[src/grr_pkg.sv]
// Shared constants and types for the group reverse reorder block.
package grr_pkg;

  localparam int unsigned MAX_GROUP_DEF = 64;
  localparam int unsigned VALUE_W       = 32;
  localparam int unsigned GSIZE_W       = 7;

  typedef enum logic [0:0] {
    GRR_IDLE,
    GRR_DRAIN
  } grr_state_e;

  // Read request from the sequencer to the output pipeline
  typedef struct packed {
    logic re;
    logic last;
  } grr_rd_t;

endpackage

[src/group_reverse_reorder_core.sv]
// Top level: stream reorder that reverses values in groups of a configurable size.
//
// Values enter one per beat on the slave stream and are written into a group RAM of
// MAX_GROUP entries. When the held count reaches the configured group size, the whole
// group leaves on the master stream newest first; when a beat with tlast arrives on a
// partial group, that tail leaves in arrival order. Either way the final beat of the
// run carries tlast. While a run drains, the block does not take input and reads the
// RAM once per cycle, except while master backpressure holds the read stage. A group
// size of zero acts as one, and sizes above MAX_GROUP act as MAX_GROUP. Write the group
// size only while the block is idle.
module group_reverse_reorder_core #(
  parameter int unsigned MAX_GROUP = grr_pkg::MAX_GROUP_DEF
) (
  input  logic                                clk_i,
  input  logic                                rst_ni,
  // Configuration: group size
  input  logic                                cfg_valid_i,
  output logic                                cfg_ready_o,
  input  logic [grr_pkg::GSIZE_W-1:0]         cfg_data_i,
  // Slave stream
  input  logic                                s_axis_tvalid,
  output logic                                s_axis_tready,
  input  logic signed [grr_pkg::VALUE_W-1:0]  s_axis_tdata,  // [31:0] value
  input  logic                                s_axis_tlast,  // end_of_list
  // Master stream
  output logic                                m_axis_tvalid,
  input  logic                                m_axis_tready,
  output logic signed [grr_pkg::VALUE_W-1:0]  m_axis_tdata,  // [31:0] out_value
  output logic                                m_axis_tlast   // run_last
);

  localparam int unsigned AW = (MAX_GROUP > 1) ? $clog2(MAX_GROUP) : 1;
  localparam int unsigned CW = $clog2(MAX_GROUP + 1);

  logic [grr_pkg::GSIZE_W-1:0] gsize_q;
  logic                        we;
  logic [AW-1:0]               waddr;
  logic [AW-1:0]               raddr;
  grr_pkg::grr_rd_t            rd;
  logic [grr_pkg::VALUE_W-1:0] rdata;

  logic rv_q, rv_d;
  logic rlast_q, rlast_d;
  logic mvalid_q, mvalid_d;
  logic mlast_q;
  logic [grr_pkg::VALUE_W-1:0] mdata_q;
  logic out_free;
  logic advance;

  assign cfg_ready_o = 1'b1;

  always_ff @(posedge clk_i or negedge rst_ni) begin
    if (!rst_ni) begin
      gsize_q <= grr_pkg::GSIZE_W'(1);
    end else if (cfg_valid_i) begin
      gsize_q <= cfg_data_i;
    end
  end

  grr_seq #(
    .MAX_GROUP (MAX_GROUP),
    .AW        (AW),
    .CW        (CW)
  ) u_seq (
    .clk_i      (clk_i),
    .rst_ni     (rst_ni),
    .in_valid_i (s_axis_tvalid),
    .in_last_i  (s_axis_tlast),
    .gsize_i    (gsize_q),
    .advance_i  (advance),
    .in_ready_o (s_axis_tready),
    .we_o       (we),
    .waddr_o    (waddr),
    .rd_o       (rd),
    .raddr_o    (raddr)
  );

  grr_ram #(
    .WIDTH (grr_pkg::VALUE_W),
    .DEPTH (MAX_GROUP),
    .AW    (AW)
  ) u_ram (
    .clk_i   (clk_i),
    .we_i    (we),
    .waddr_i (waddr),
    .wdata_i (s_axis_tdata),
    .re_i    (rd.re),
    .raddr_i (raddr),
    .rdata_o (rdata)
  );

  // RAM read stage feeds the output register; hold the read data while output stalls
  assign out_free = !mvalid_q || m_axis_tready;
  assign advance  = !rv_q || out_free;

  always_comb begin
    rv_d     = rv_q;
    rlast_d  = rlast_q;
    mvalid_d = mvalid_q;
    if (advance) begin
      rv_d    = rd.re;
      rlast_d = rd.last;
    end
    if (out_free) begin
      mvalid_d = rv_q;
    end
  end

  always_ff @(posedge clk_i or negedge rst_ni) begin
    if (!rst_ni) begin
      rv_q     <= 1'b0;
      rlast_q  <= 1'b0;
      mvalid_q <= 1'b0;
    end else begin
      rv_q     <= rv_d;
      rlast_q  <= rlast_d;
      mvalid_q <= mvalid_d;
    end
  end

  always_ff @(posedge clk_i) begin
    if (out_free && rv_q) begin
      mdata_q <= rdata;
      mlast_q <= rlast_q;
    end
  end

  assign m_axis_tvalid = mvalid_q;
  assign m_axis_tdata  = mdata_q;
  assign m_axis_tlast  = mlast_q;

endmodule

[src/grr_ram.sv]
// Generic single-write, single-read RAM with registered read data.
module grr_ram #(
  parameter int unsigned WIDTH = 32,
  parameter int unsigned DEPTH = 64,
  parameter int unsigned AW    = (DEPTH > 1) ? $clog2(DEPTH) : 1
) (
  input  logic             clk_i,
  input  logic             we_i,
  input  logic [AW-1:0]    waddr_i,
  input  logic [WIDTH-1:0] wdata_i,
  input  logic             re_i,
  input  logic [AW-1:0]    raddr_i,
  output logic [WIDTH-1:0] rdata_o
);

  logic [WIDTH-1:0] mem_q [DEPTH];
  logic [WIDTH-1:0] rdata_q;

  always_ff @(posedge clk_i) begin
    if (we_i) begin
      mem_q[waddr_i] <= wdata_i;
    end
  end

  // Read data holds until the next read
  always_ff @(posedge clk_i) begin
    if (re_i) begin
      rdata_q <= mem_q[raddr_i];
    end
  end

  assign rdata_o = rdata_q;

endmodule

[src/grr_seq.sv]
// Fill counter and drain sequencer: decides when a group is emitted and walks its addresses.
module grr_seq #(
  parameter int unsigned MAX_GROUP = grr_pkg::MAX_GROUP_DEF,
  parameter int unsigned AW        = (MAX_GROUP > 1) ? $clog2(MAX_GROUP) : 1,
  parameter int unsigned CW        = $clog2(MAX_GROUP + 1)
) (
  input  logic                         clk_i,
  input  logic                         rst_ni,
  input  logic                         in_valid_i,
  input  logic                         in_last_i,
  input  logic [grr_pkg::GSIZE_W-1:0]  gsize_i,
  input  logic                         advance_i,
  output logic                         in_ready_o,
  output logic                         we_o,
  output logic [AW-1:0]                waddr_o,
  output grr_pkg::grr_rd_t             rd_o,
  output logic [AW-1:0]                raddr_o
);

  localparam int unsigned KW = (CW > grr_pkg::GSIZE_W) ? CW : grr_pkg::GSIZE_W;
  localparam logic [KW-1:0] MAX_K = KW'(MAX_GROUP);

  grr_pkg::grr_state_e state_q, state_d;
  logic [CW-1:0] fill_q, fill_d;
  logic [AW-1:0] addr_q, addr_d;
  logic [CW-1:0] left_q, left_d;
  logic          rev_q, rev_d;

  logic          accept;
  logic [KW-1:0] n_ext;
  logic [KW-1:0] gs_ext;
  logic          full;

  assign in_ready_o = (state_q == grr_pkg::GRR_IDLE);
  assign accept     = in_valid_i && in_ready_o;
  assign n_ext      = KW'(fill_q) + KW'(1);
  assign gs_ext     = KW'(gsize_i);
  // Size zero counts as one: n is at least one, so n >= 0 already emits
  assign full       = (n_ext >= gs_ext) || (n_ext >= MAX_K);

  assign we_o    = accept;
  assign waddr_o = fill_q[AW-1:0];
  assign raddr_o = addr_q;

  always_ff @(posedge clk_i or negedge rst_ni) begin
    if (!rst_ni) begin
      state_q <= grr_pkg::GRR_IDLE;
      fill_q  <= '0;
      addr_q  <= '0;
      left_q  <= '0;
      rev_q   <= 1'b0;
    end else begin
      state_q <= state_d;
      fill_q  <= fill_d;
      addr_q  <= addr_d;
      left_q  <= left_d;
      rev_q   <= rev_d;
    end
  end

  always_comb begin
    state_d    = state_q;
    fill_d     = fill_q;
    addr_d     = addr_q;
    left_d     = left_q;
    rev_d      = rev_q;
    rd_o.re    = 1'b0;
    rd_o.last  = 1'b0;
    unique case (state_q)
      grr_pkg::GRR_IDLE: begin
        if (accept) begin
          if (full || in_last_i) begin
            // Full group walks down from the newest entry, a tail walks up from zero
            fill_d  = '0;
            rev_d   = full;
            addr_d  = full ? fill_q[AW-1:0] : '0;
            left_d  = n_ext[CW-1:0];
            state_d = grr_pkg::GRR_DRAIN;
          end else begin
            fill_d = fill_q + CW'(1);
          end
        end
      end
      grr_pkg::GRR_DRAIN: begin
        if (advance_i) begin
          rd_o.re   = 1'b1;
          rd_o.last = (left_q == CW'(1));
          left_d    = left_q - CW'(1);
          addr_d    = rev_q ? (addr_q - AW'(1)) : (addr_q + AW'(1));
          if (left_q == CW'(1)) begin
            state_d = grr_pkg::GRR_IDLE;
          end
        end
      end
      default: state_d = grr_pkg::GRR_IDLE;
    endcase
  end

endmodule

[config.mk]
export PLATFORM = sky130hd
export DESIGN_NAME = group_reverse_reorder_core
export DESIGN_NICKNAME = d
export VERILOG_FILES = /design/src/grr_pkg.sv /design/src/group_reverse_reorder_core.sv /design/src/grr_ram.sv /design/src/grr_seq.sv
export SDC_FILE = /design/constraint.sdc
export NUM_CORES = 2
export LEC_CHECK = 0
export ABC_AREA = 1
export ABC_CLOCK_PERIOD_IN_PS = 8730
export BUFFER_PORTS_ARGS = -buffer_cell sky130_fd_sc_hd__buf_2
export CAP_MARGIN = 10
export CORE_MARGIN = 2
export CORE_UTILIZATION = 45
export DETAILED_ROUTE_END_ITERATION = 6
export HOLD_SLACK_MARGIN = 0.03
export PLACE_DENSITY = 0.61
export SETUP_SLACK_MARGIN = 0.2
export SKIP_CTS_REPAIR_TIMING = 1
export SLEW_MARGIN = 15
export SYNTH_ARGS = -nofsm -noshare
export SYNTH_HDL_FRONTEND = slang
export SYNTH_HIERARCHICAL = 1
export SYNTH_SLANG_ARGS = --single-unit
[constraint.sdc]
create_clock -name clk_i -period 8.73 [get_ports clk_i]
set_input_delay 1.746 -clock clk_i [delete_from_list [all_inputs] [get_ports clk_i]]
set_output_delay 1.746 -clock clk_i [all_outputs]
set_load 0.01 [all_outputs]
* After elaboration in Yosys (flattened, before gate mapping)
Memory sizes are Yosys's and may differ from the RTL's. A register that Yosys moved wholly into a read port is not among the register bits.
Cells that the tools add are included.
** Storage, ports and cells
- Bits in registers :: 65
- Memory bits (writable) :: 2048
- Output and inout bits :: 36
- Word-level logic and storage cells :: 54
- Memories kept :: 1
** Memories
- u_ram.mem_q :: words 64, bits a word 32, rd ports 1, clocked after Yosys merged registers in 1, wr ports 1, RTL line grr_ram.sv:16 : logic [WIDTH-1:0] mem_q [DEPTH];
** Operators by class
- Add/sub/neg operators :: 4
- $lt $le $gt $ge :: 2
- Equal/unequal tests :: 4
- Muxes and demuxes :: 20
- Bitwise gates (word level) :: 1
- Reduce and logical (&&, ||, !) cells :: 11
** Operator list (number)
- 6-bit two-way mux :: 5
- 7-bit two-way mux :: 4
- 7-bit case mux with 2 select lines :: 1
- 6-bit case mux with 2 select lines :: 1
- 7-bit by 1-bit adder with 7-bit output (second input constant) :: 1
- 7-bit by 1-bit equality test with 1-bit output (second input constant) :: 1
- 7-bit >= comparator :: 1
- 7-bit >= comparator (second input constant) :: 1
- 7-bit by 1-bit subtractor with 7-bit output (second input constant) :: 1
- 6-bit by 1-bit adder with 6-bit output (second input constant) :: 1
- 1-bit two-way mux :: 6
- 3-bit AND reduction :: 2
- 6-bit by 1-bit subtractor with 6-bit output (second input constant) :: 1
- 1-bit logical OR :: 4
- 2-bit two-way mux :: 2
- 2-bit != test (second input constant) :: 2
- 1-bit logical AND :: 2
- 1-bit logical NOT :: 2
- 2-bit by 1-bit != test with 1-bit output (second input constant) :: 1
- 1-bit case mux with 2 select lines :: 1
- 2-bit AND reduction :: 1
- 1-bit NOT :: 1

* Depth between registers and ports, before layout
- Depth after elaboration :: 7
- Depth in mapped cells :: 17
- Depth with buffers taken out :: 15

* By module
The synthesis kept the hierarchy.
** Modules (own cells, without submodules)
- grr_ram :: instances 1, cells each 6769, area an instance 83058.4 um^2
- grr_seq :: instances 1, cells each 249, area an instance 1859.3 um^2
- group_reverse_reorder_core :: instances 1, cells each 78, area an instance 1410.1 um^2

* Least setup slack after synthesis
Ideal clock, no wire load.
- Path kind :: input-to-reg
- Start :: input port s_axis_tvalid
- End :: memory u_ram.mem_q[48][0], enable pin
- Setup time :: 502 ps
- Arrival :: 5677 ps
- Path slack :: 2551 ps
- Cell stages on the path :: 5
- Cells stage by stage :: nand2_1 -> inv_2 -> clkbuf_1 -> nand4_1 -> nor4_1
** Between the ends
- Word-level cells in the longest chain between the ends :: 3
** RTL lines
- start, declared :: RTL line group_reverse_reorder_core.sv:21 : input logic s_axis_tvalid,
- 1-bit logical AND :: RTL line grr_seq.sv:35 : assign accept = in_valid_i && in_ready_o;
- named net we :: RTL line group_reverse_reorder_core.sv:36 : logic we;
- 1-bit two-way mux :: RTL line grr_ram.sv:20 : if (we_i) begin
- 1-bit two-way mux (implied by the code) :: RTL line grr_ram.sv:21 : mem_q[waddr_i] <= wdata_i;
- end, declared :: RTL line grr_ram.sv:16
The timed path passes the listed nets, and every way through them passes these cells.

==> results.py <==
metrics = {
    "floorplanning": {
        "rows": 160,
        "design.die.area_sq_um": 195000,
        "start_util_pct": 45.3,
        "die_w_microns": 442,
        "io_pins": 81,
        "fp.dieH_microns": 442,
        "core-area_sq_um": 190000,
    },
    "logic_synthesis": {
        "post-synth-top-count-cell": "nand2_1",
        "synth_seq_area_share_pct": 74.4,
        "synthTopCellsByCount": "nand2_1 (2322), edfxtp_1 (2113), nand3_1 (1936)",
        "synthMuxAreaShare_pct": 0,
        "synth_flop_cell": "edfxtp_1",
        "avgSynthCellArea_sq_um": 12.2,
        "synth_fp_nets": 7156,
        "synth_area_sq_um": 86300,
        "synth_cell_types": 41,
        "synth-adder-area-share_pct": 0.226,
        "synth_compound_gate_area_share_pct": 0.212,
        "synth_xor_area_share_pct": 0.0507,
        "synth.area.top_cells": "edfxtp_1 (73%), nand3_1 (11%), nand2_1 (10%)",
        "yosys.area_share.simple_pct": 22.1,
        "async_flop_share_pct": 1.49,
        "yosys_warnings": 6,
        "ys_ff_latch": 2145,
        "synth-edff-count": 2113,
        "synth_top_cell_area_share_pct": 73.5,
        "synth_largest_area_cell": "edfxtp_1",
        "synth_cells": 7096,
        "synth_top_family_by_area": "simple AND/OR/NAND/NOR gates",
    },
    "placed_design": {
        "place_area_sq_um": 89000,
        "gp_congestion": 0.840,
        "portBuffers": 79,
        "dp_hpwl_microns": 129000,
    },
    "cells_and_area": {
        "area_delta_synth_final_pct": 10.8,
        "drive_gt1_share_pct": 7.80,
        "fin_nets": 7092,
        "num-fill-cells": 16300,
        "final_design_area_no_fill_sq_um": 95600,
    },
    "sta": {
        "post-route-period-util_pct": 48.5,
        "rsz0062_at_grt": "false",
        "maxSlewHeadroom_pct": 19.4,
        "maxSlewViolCount": 0,
        "final.min_clock_period_ps": 4240,
        "setup_tns_ps": 0,
        "tightest_slew_ps": 1210,
        "final_hold_viol_count": 0,
        "setup_violations": 0,
        "fmax_ghz": 0.236,
        "clock_skew_ps": 40.0,
    },
    "worst_setup_path": {
        "cp_max_fo": 219,
        "required_ps": 9430,
        "worstSetupEndpointType": "register",
        "worstPathArrival_ps": 4930,
        "crit_chain": "inv_16 -> buf_4 -> buf_4 -> nand2_1 -> nand3_1 -> nand3_1 -> nand3_1 -> nand3_1 -> nand2_1 -> nand2_1 -> nand2_1",
        "cp-start-kind": "register",
        "path_buf_inv": 3,
        "slowest_stage": "dfrtp_4",
        "slowest_delay_ps": 710,
        "path_class": "register to register",
        "critPathTopFamily": "buffers and inverters",
    },
    "clock_network": {
        "insertion_delay_ps": 850,
        "clk_pin_slew_ps": 60,
        "cts_sinks": 2145,
        "cts_buffer_depth": 3,
        "cts_tree": "done",
        "htree_num_levels": 4,
        "cts_buffers": 211,
        "clock-root-buffer": "clkbuf_16",
    },
    "power": {
        "combPwrFrac_pct": 30.7,
        "pwr-share-seq_pct": 40.4,
        "p_clk_share_pct": 28.9,
        "ir_drop_v": 0.000311,
        "p_leak_nw": 33.4,
        "p_int_w": 0.0188,
        "p_switching_w": 0.0111,
        "powerDensity_nw_per_um2": 312,
        "netSwitchingFraction_pct": 37.0,
    },
    "drt": {
        "vias_per_cell": 5.73,
        "first_iter_violations": 6868,
        "ant_nets": 0,
        "drt_pass1_iterations": 6,
        "drt-total-wl_microns": 244000,
        "avgRoutedWirePerCell_microns": 25.1,
        "dr_total_vias": 55700,
        "drcViolationCount": 0,
    },
    "global_routing": {
        "first_global_vias": 52300,
        "gr-total-overflow": 0,
        "track_usage_pct": 24.5,
        "grt_pass1_wl_microns": 355000,
        "grt_antenna_before_repair": 12,
        "grt_max_degree": 220,
    },
    "run": {
        "maxCapViolations": 0,
    },
    "status": {
        "status": "completed",
    },
    "hold_path": {
        "min-delay-path-class": "register to register",
    },
}
==> final timing paths <==
path,startpoint,endpoint,slack (ps),cells after the start
min reg2reg,u_ram/rdata_o[25],m_axis_tdata[25],450,0
min in group asynchronous,rst_ni,gsize_q[5],990,1
max,u_seq/raddr_o[0],u_ram/rdata_o[23],4490,11
max reg2reg,u_seq/raddr_o[0],u_ram/rdata_o[23],4490,11
min,u_ram/rdata_o[25],m_axis_tdata[25],450,0
max in group asynchronous,rst_ni,u_seq/raddr_o[1],7140,1
==> placed cells by master (no fill, tap or decap), drive strengths merged <==
master,count
a21boi,1
a21o,1
dfrtp,31
nor2,70
nand2,2346
or2,1
xor2,3
buf,186
ha,14
dfstp,1
a31oi,1
clkinv,85
bufinv,9
clkbuf,286
a31o,1
nand3,1938
inv,62
diode,12
nor4,8
fa,1
xnor2,2
edfxtp,2113
a21oi,11
conb,1
clkinvlp,3
nand4,16
o22ai,1
o21ai,16
==> layer usage <==
metal,GRT usage [%],vias up,routed length (microns)
met1,35.3,27700,103000
met2,37.6,2512,112000
met3,4.00,363,21200
li1,-,25100,-
met5,0,-,0
met4,8.92,0,8740
==> through the flow <==
stage,hold WS (ps),std cells,setup slack [ps],utilization (%),power [W]
global route,458,9721,4400,50.2,0.0311
global placement,433,9323,4180,46.7,0.0212
CTS,454,9712,4650,50.1,0.0299
finish,450,9731,4490,50.2,0.0299
detailed placement,441,9323,4110,46.7,0.0213
floorplan,400,7096,2550,-,0.0179
==> flip-flops by register name, summed over array words and instances (netlist names) <==
name / count
rv_q: 1
u_seq/rev_q: 1
rlast_q: 1
m_axis_tdata: 32
u_seq/state_q: 1
u_seq/left_q: 7
u_ram/rdata_o: 32
u_seq/raddr_o: 6
m_axis_tvalid: 1
u_ram/mem_q: 2048
m_axis_tlast: 1
gsize_q: 7
u_seq/fill_q: 7
==> cell type report <==
cell class              count  area, sq um  area share (%)
well taps                2511         3140            3.29
clock buffers             286         5690            5.95
multi-input cells        4432        19900            20.9
diodes                     12         30.0          0.0314
repair buffers            186         1540            1.61
inverters                  56          248           0.259
clock inverters           103          763           0.798
flip-flops and latches   2145        64300            67.2
==> power by group through the flow <==
stage	Combinational, W	Sequential [W]	Clock (W)
3_3_place_gp	0.00892	0.0123	0
6_report	0.00915	0.0121	0.00863
2_1_floorplan	0.00591	0.0120	0
3_5_place_dp	0.00902	0.0123	0
5_1_grt	0.00988	0.0121	0.00914
4_1_cts	0.00905	0.0121	0.00874
==> kinds of logic after synthesis <==
family | Yosys count
compound gates | 32
xor+xnor | 5
fa+ha+maj | 15
buf+inv | 519
flops | 2145
other cells | 1
simple gates | 4379
Power figures use the tool's default switching activity.
